[src/olist_pkg.sv]
// shared types and constants for the ordered list block
`default_nettype none
package olist_pkg;

  localparam int LIST_DEPTH = 512;
  localparam int ADDR_W     = $clog2(LIST_DEPTH);
  localparam int POS_W      = 10;
  localparam int ID_W       = 64;
  localparam int REC_W      = 3 * ID_W;

  localparam logic [1:0] CMD_INSERT = 2'd0;
  localparam logic [1:0] CMD_DELETE = 2'd1;
  localparam logic [1:0] CMD_LOCATE = 2'd2;

  localparam logic [1:0] ST_OK    = 2'd0;
  localparam logic [1:0] ST_RANGE = 2'd1;
  localparam logic [1:0] ST_FULL  = 2'd2;

  typedef enum logic [5:0] {
    S_IDLE  = 6'b000001,
    S_CHECK = 6'b000010,
    S_READ  = 6'b000100,
    S_DRAIN = 6'b001000,
    S_PUT   = 6'b010000,
    S_DONE  = 6'b100000
  } olist_state_e;

  typedef struct packed {
    logic load;
    logic check;
    logic rd;
    logic proc;
    logic put;
    logic emit;
  } olist_ctrl_t;

  typedef struct packed {
    logic go_read;
    logic ins_ok;
    logic last_read;
    logic hit;
    logic out_free;
  } olist_stat_t;

endpackage
`default_nettype wire

[src/olist_ctrl.sv]
// sequencing state machine for the ordered list
`default_nettype none
module olist_ctrl
  import olist_pkg::*;
(
  input  wire logic        clk_i,
  input  wire logic        rst_ni,
  input  wire logic        in_valid_i,
  output logic             in_ready_o,
  input  wire olist_stat_t stat_i,
  output olist_ctrl_t      ctrl_o
);

  olist_state_e state_q, state_d;

  always_comb begin
    state_d = state_q;
    ctrl_o  = '0;
    case (state_q)
      S_IDLE: begin
        if (in_valid_i) begin
          ctrl_o.load = 1'b1;
          state_d     = S_CHECK;
        end
      end
      S_CHECK: begin
        ctrl_o.check = 1'b1;
        if (stat_i.go_read) begin
          state_d = S_READ;
        end else if (stat_i.ins_ok) begin
          state_d = S_PUT;
        end else begin
          state_d = S_DONE;
        end
      end
      S_READ: begin
        ctrl_o.rd   = 1'b1;
        ctrl_o.proc = 1'b1;
        if (stat_i.hit) begin
          state_d = S_DONE;
        end else if (stat_i.last_read) begin
          state_d = S_DRAIN;
        end
      end
      S_DRAIN: begin
        ctrl_o.proc = 1'b1;
        if (stat_i.hit) begin
          state_d = S_DONE;
        end else if (stat_i.ins_ok) begin
          state_d = S_PUT;
        end else begin
          state_d = S_DONE;
        end
      end
      S_PUT: begin
        ctrl_o.put = 1'b1;
        state_d    = S_DONE;
      end
      S_DONE: begin
        if (stat_i.out_free) begin
          ctrl_o.emit = 1'b1;
          state_d     = S_IDLE;
        end
      end
      default: begin
        state_d = S_IDLE;
      end
    endcase
  end

  assign in_ready_o = (state_q == S_IDLE);

  always_ff @(posedge clk_i or negedge rst_ni) begin
    if (!rst_ni) begin
      state_q <= S_IDLE;
    end else begin
      state_q <= state_d;
    end
  end

endmodule
`default_nettype wire

[config.mk]
export PLATFORM = sky130hd
export DESIGN_NAME = olist_ctrl
export DESIGN_NICKNAME = d
export VERILOG_FILES = /design/src/olist_pkg.sv /design/src/olist_ctrl.sv
export SDC_FILE = /design/constraint.sdc
export NUM_CORES = 1
export LEC_CHECK = 0
export ABC_AREA = 1
export BUFFER_PORTS_ARGS = -buffer_cell sky130_fd_sc_hd__buf_2
export CAP_MARGIN = 25
export CELL_PAD_IN_SITES_DETAIL_PLACEMENT = 1
export CELL_PAD_IN_SITES_GLOBAL_PLACEMENT = 2
export CORE_MARGIN = 8
export CORE_UTILIZATION = 28
export DETAILED_ROUTE_END_ITERATION = 10
export GPL_ROUTABILITY_DRIVEN = 0
export PLACE_DENSITY_LB_ADDON = 0.3
export SLEW_MARGIN = 0
export SYNTH_ARGS = -nofsm -noshare
export SYNTH_HDL_FRONTEND = slang
export SYNTH_SLANG_ARGS = --single-unit
[constraint.sdc]
create_clock -name clk_i -period 3.6 [get_ports clk_i]
set_input_delay 0.36 -clock clk_i [delete_from_list [all_inputs] [get_ports clk_i]]
set_output_delay 0.36 -clock clk_i [all_outputs]
set_load 0.02 [all_outputs]
# Word level (Yosys, flattened, before mapping)
# Index checks and enable logic that the tools add are counted.
word_totals:
  register_bits: 6
  input_bits: 8
  output_inout_bits: 7
  elab_cells: 28
op_classes:
  eq_ne: 9
  muxes: 16
  n_reduce_logical: 2
ops:
  columns: ["op", "n"]
  rows:
  - ["6-bit two-way mux", 7]
  - ["6-bit one-hot mux with 6 select lines", 1]
  - ["1-bit two-way mux", 8]
  - ["6-bit by 1-bit == test with 1-bit output, second input constant", 1]
  - ["6-bit by 2-bit == test with 1-bit output, second input constant", 1]
  - ["6-bit by 3-bit == test with 1-bit output, second input constant", 1]
  - ["6-bit by 4-bit == test with 1-bit output, second input constant", 1]
  - ["6-bit by 5-bit == test with 1-bit output, second input constant", 1]
  - ["6-bit == test, second input constant", 1]
  - ["2-bit inequality test, second input constant", 2]
  - ["3-bit inequality test, second input constant", 1]
  - ["3-bit AND reduction", 1]
  - ["2-bit OR reduction", 1]

# Longest topological paths before layout
depth:
  depth_word: 3
  mapped_depth: 8
  ltp_nobuf: 8

# Worst setup path before layout
# No wires, ideal clock.
synth_timing:
  path_kind: "register to output"
  start: "reg state_q[0]"
  end: "out ctrl_o[5] (netlist name)"
  arrival_ns: 1.327
  required_ns: 3.240
  setup_slack_ns: 1.913
  stages_incl_launch_ff: 5
  n_path_buf: 0
  path_cell_list: "dfstp_2 -> inv_2 -> nor2_2 -> nand3_4 -> nor3_1"
synth_lines:
  columns: ["item", "line", "text"]
  rows:
  - ["start, declared", "olist_ctrl.sv:14", "olist_state_e state_q, state_d;"]
  - ["start signal, assigned", "olist_ctrl.sv:77", "state_q <= state_d;"]
  - ["end, declared", "olist_ctrl.sv:11", "output olist_ctrl_t ctrl_o"]

==> impl_metrics.csv <==
group,metric,value,unit
power,switching_share,50.6,%
critical_path,worstSetupPathType,"reg -> out",
sta,hold_viol_final,0,
detailed_routing,via_per_inst,4.68,
die,io_pins,15,
sta,setup_violations,0,
critical_path,crit_arrival,1.47,ns
finish,syn2layout_area_growth,26.2,%
finish,antenna-diode-count,0,
finish,layout.nets,91,
finish,drive_above_1_share,45.1,%
sta,fin_crit_sh,51.0,%
clock_tree,clkLatencyLatePin,0.25,ns
die,start_util,28.9,%
global_route,track_usage,9.12,%
critical_path,ff2ff_path_depth,7,
run_status,status,"finished, final reports clean",
critical_path,reg2reg_to,"state_q[0]",
job,maxCapViolCount,0,
power,p_per_area,705,nW/um^2
synth,async_flop_share,100,%
synth,ys.flop_type,"dfrtp_1",
clock_tree,cts_root_buffer,"clkbuf_4",
power,intPower,0.214,mW
synth,yosys_warnings,0,
clock_tree,cts-hold-fix-buffers,1,
clock_tree,htree_num_levels,1,
critical_path,crit_required,3.24,ns
global_route,grt_antenna_before_repair,0,
critical_path,critical_path.top_delay_family,"flip-flops",
clock_tree,post_cts_buffers,0,
synth,synth_edf_count,0,
min_path,whs_endpoint,"state_q[2]",
synth,syn_area,488,sq um
global_route,grt_pass1_wl,2.34,mm
detailed_routing,drtIter0Drc,10,
synth,ys_seq_area_share,31.0,%
power,pwr-share-comb,57.4,%
finish,layout.cells.non_filler,99,
detailed_routing,avgRoutedWirePerCell,12.7,um
clock_tree,cts_resized,0,
clock_tree,cts.sinks,6,
clock_tree,numCtsBuffers,3,
sta,setup_tns,0,ns
finish,final_common_cell,"buf_2",
critical_path,cp_max_fo,5,
sta,rsz0062_at_grt,"no",
finish,largestRegisters,"state_q: 6 flops",
critical_path,worstPathCellList,"inv_2, nor2_2, nand3_4, nor3_1, buf_2",
critical_path,r2r-start,"state_q[0]",
critical_path,cp_slowest_stage_delay,0.56,ns
die,fp-row-count,15,
sta,period_needed,1.83,ns
finish,top_register,"state_q",
synth,synthesis.nets,71,
synth,syn-mean-instance-area,7.75,sq um
critical_path,critPathCaptureType,"output pin",
clock_tree,cts_tree,"done",
min_path,min-delay-start,"stat_i[2]",
clock_tree,cts.clk_slew.worst_paths,0.05,ns
power,pwr-share-seq,26.1,%
detailed_routing,drc,0,
global_route,grt_pass1_vias,511,
synth,ys_seq_elements,6,
critical_path,path_buf_inv,2,
sta,report.final.slew_viol_count,0,
finish,multi_input_area,280,sq um
sta,fin_skew,0.00112,ns
die,coreArea,1690,sq um
die,fp.dieH,57.7,um
power,finalPower,0.434,mW
finish,seqCellArea,151,sq um
detailed_routing,routed_wl,1.26,mm
global_route,grt_max_degree,7,
sta,fmax,545,MHz
power,max-vdd-ir-drop,211,uV
min_path,hold_depth,2,
sta,worstMarginPinSlew,0.226,ns
die,die_area,3330,sq um
power,power.switching,0.220,mW
place,hpwl,1.09,mm
power,clkPwrFrac,16.5,%
finish,n_fill_cell,211,
finish,largest_reg_flops,6,
detailed_routing,vias,463,
synth,syn_inst,63,
critical_path,ff2ff_setup_slack,2.35,ns
min_path,hold_path_class,"in -> reg",
clock_tree,clockBufferDepth,2,
place,dp.cells,94,
global_route,grt_overflow,0,
place,portBuffers,14,
critical_path,crit_path_start_kind,"flip-flop",
die,die-width,57.7,um
sta,max_slew_margin,84.9,%
detailed_routing,antenna_left,0,
detailed_routing,first_pass_iters,4,
synth,synth_cell_type_count,21,
power,leakage,0.344,nW
critical_path,cpMaxStageDelayCell,"dfstp_2",
finish,layout_common_cells,"buf_2 (14), inv_1 (11), nor2_1 (10)",
==> layout make-up <==
type | instances | area share (%)
Multi-Input combinational cell | 42 | 45.5
Sequential cell | 6 | 24.6
Tap cell | 17 | 3.46
Timing Repair Buffer | 15 | 13.0
Inverter | 15 | 9.15
Clock buffer | 4 | 4.27
==> Yosys cell counts, types with 2 or more instances <==
master / count / area [sq um]
inv_2: 4 / 15.0
dfrtp_1: 5 / 125
nand2_1: 5 / 18.8
nand4_1: 3 / 18.8
inv_1: 11 / 41.3
nor2_4: 4 / 45.0
nor2_1: 10 / 37.5
nor2_2: 2 / 12.5
nand2_2: 2 / 12.5
nand3_1: 5 / 25.0
nor3_1: 2 / 10.0
==> layer usage <==
layer	track usage, %	part of all wire, %	up-vias	wire length [um]
met3	1.55	3.3	4	42
met4	6.29	3.3	0	42
met5	0	0	-	0
met2	15.4	50	13	630
met1	10.2	43	208	542
li1	-	-	238	-
==> logic make-up after synthesis <==
kind of cell / after synthesis / share of synthesized area, %
buffers and inverters: 15 / 11.5
AO/OA/AOI/OAI: 4 / 6.41
AND/OR/NAND/NOR: 38 / 51.0
flip-flops: 6 / 31.0
==> stage by stage <==
stage / util [%] / worst slack, ns / area (sq um) / hold slack [ns]
4_1_cts: 36.4 / 1.75 / 616 / 0.306
2_1_floorplan: - / 1.91 / 488 / 0.0644
6_report: 36.4 / 1.77 / 616 / 0.306
5_1_grt: 36.4 / 1.67 / 616 / 0.321
3_3_place_gp: 34.3 / 2.04 / 579 / 0.190
3_5_place_dp: 34.3 / 2.03 / 579 / 0.191
==> power by group through the flow <==
stage          Combinational (mW)  Clock [mW]  Sequential [mW]
2_1_floorplan               0.192           0            0.112
3_3_place_gp                0.250           0            0.114
3_5_place_dp                0.253           0            0.115
4_1_cts                     0.254      0.0734            0.114
5_1_grt                     0.279      0.0766            0.117
6_report                    0.249      0.0717            0.113
==> how the worst max path moves through the flow <==
stage	start	endpoint	slack, ns	cells past startpoint
global placement	state_q[0]	ctrl_o[5]	2.04	5
global route	state_q[3]	ctrl_o[5]	1.67	5
floorplan	state_q[0]	ctrl_o[5]	1.91	4
detailed placement	state_q[0]	ctrl_o[5]	2.03	5
CTS	state_q[0]	ctrl_o[5]	1.75	5
finish	state_q[0]	ctrl_o[5]	1.77	5
No activity file was read; power rests on OpenSTA's default activity.
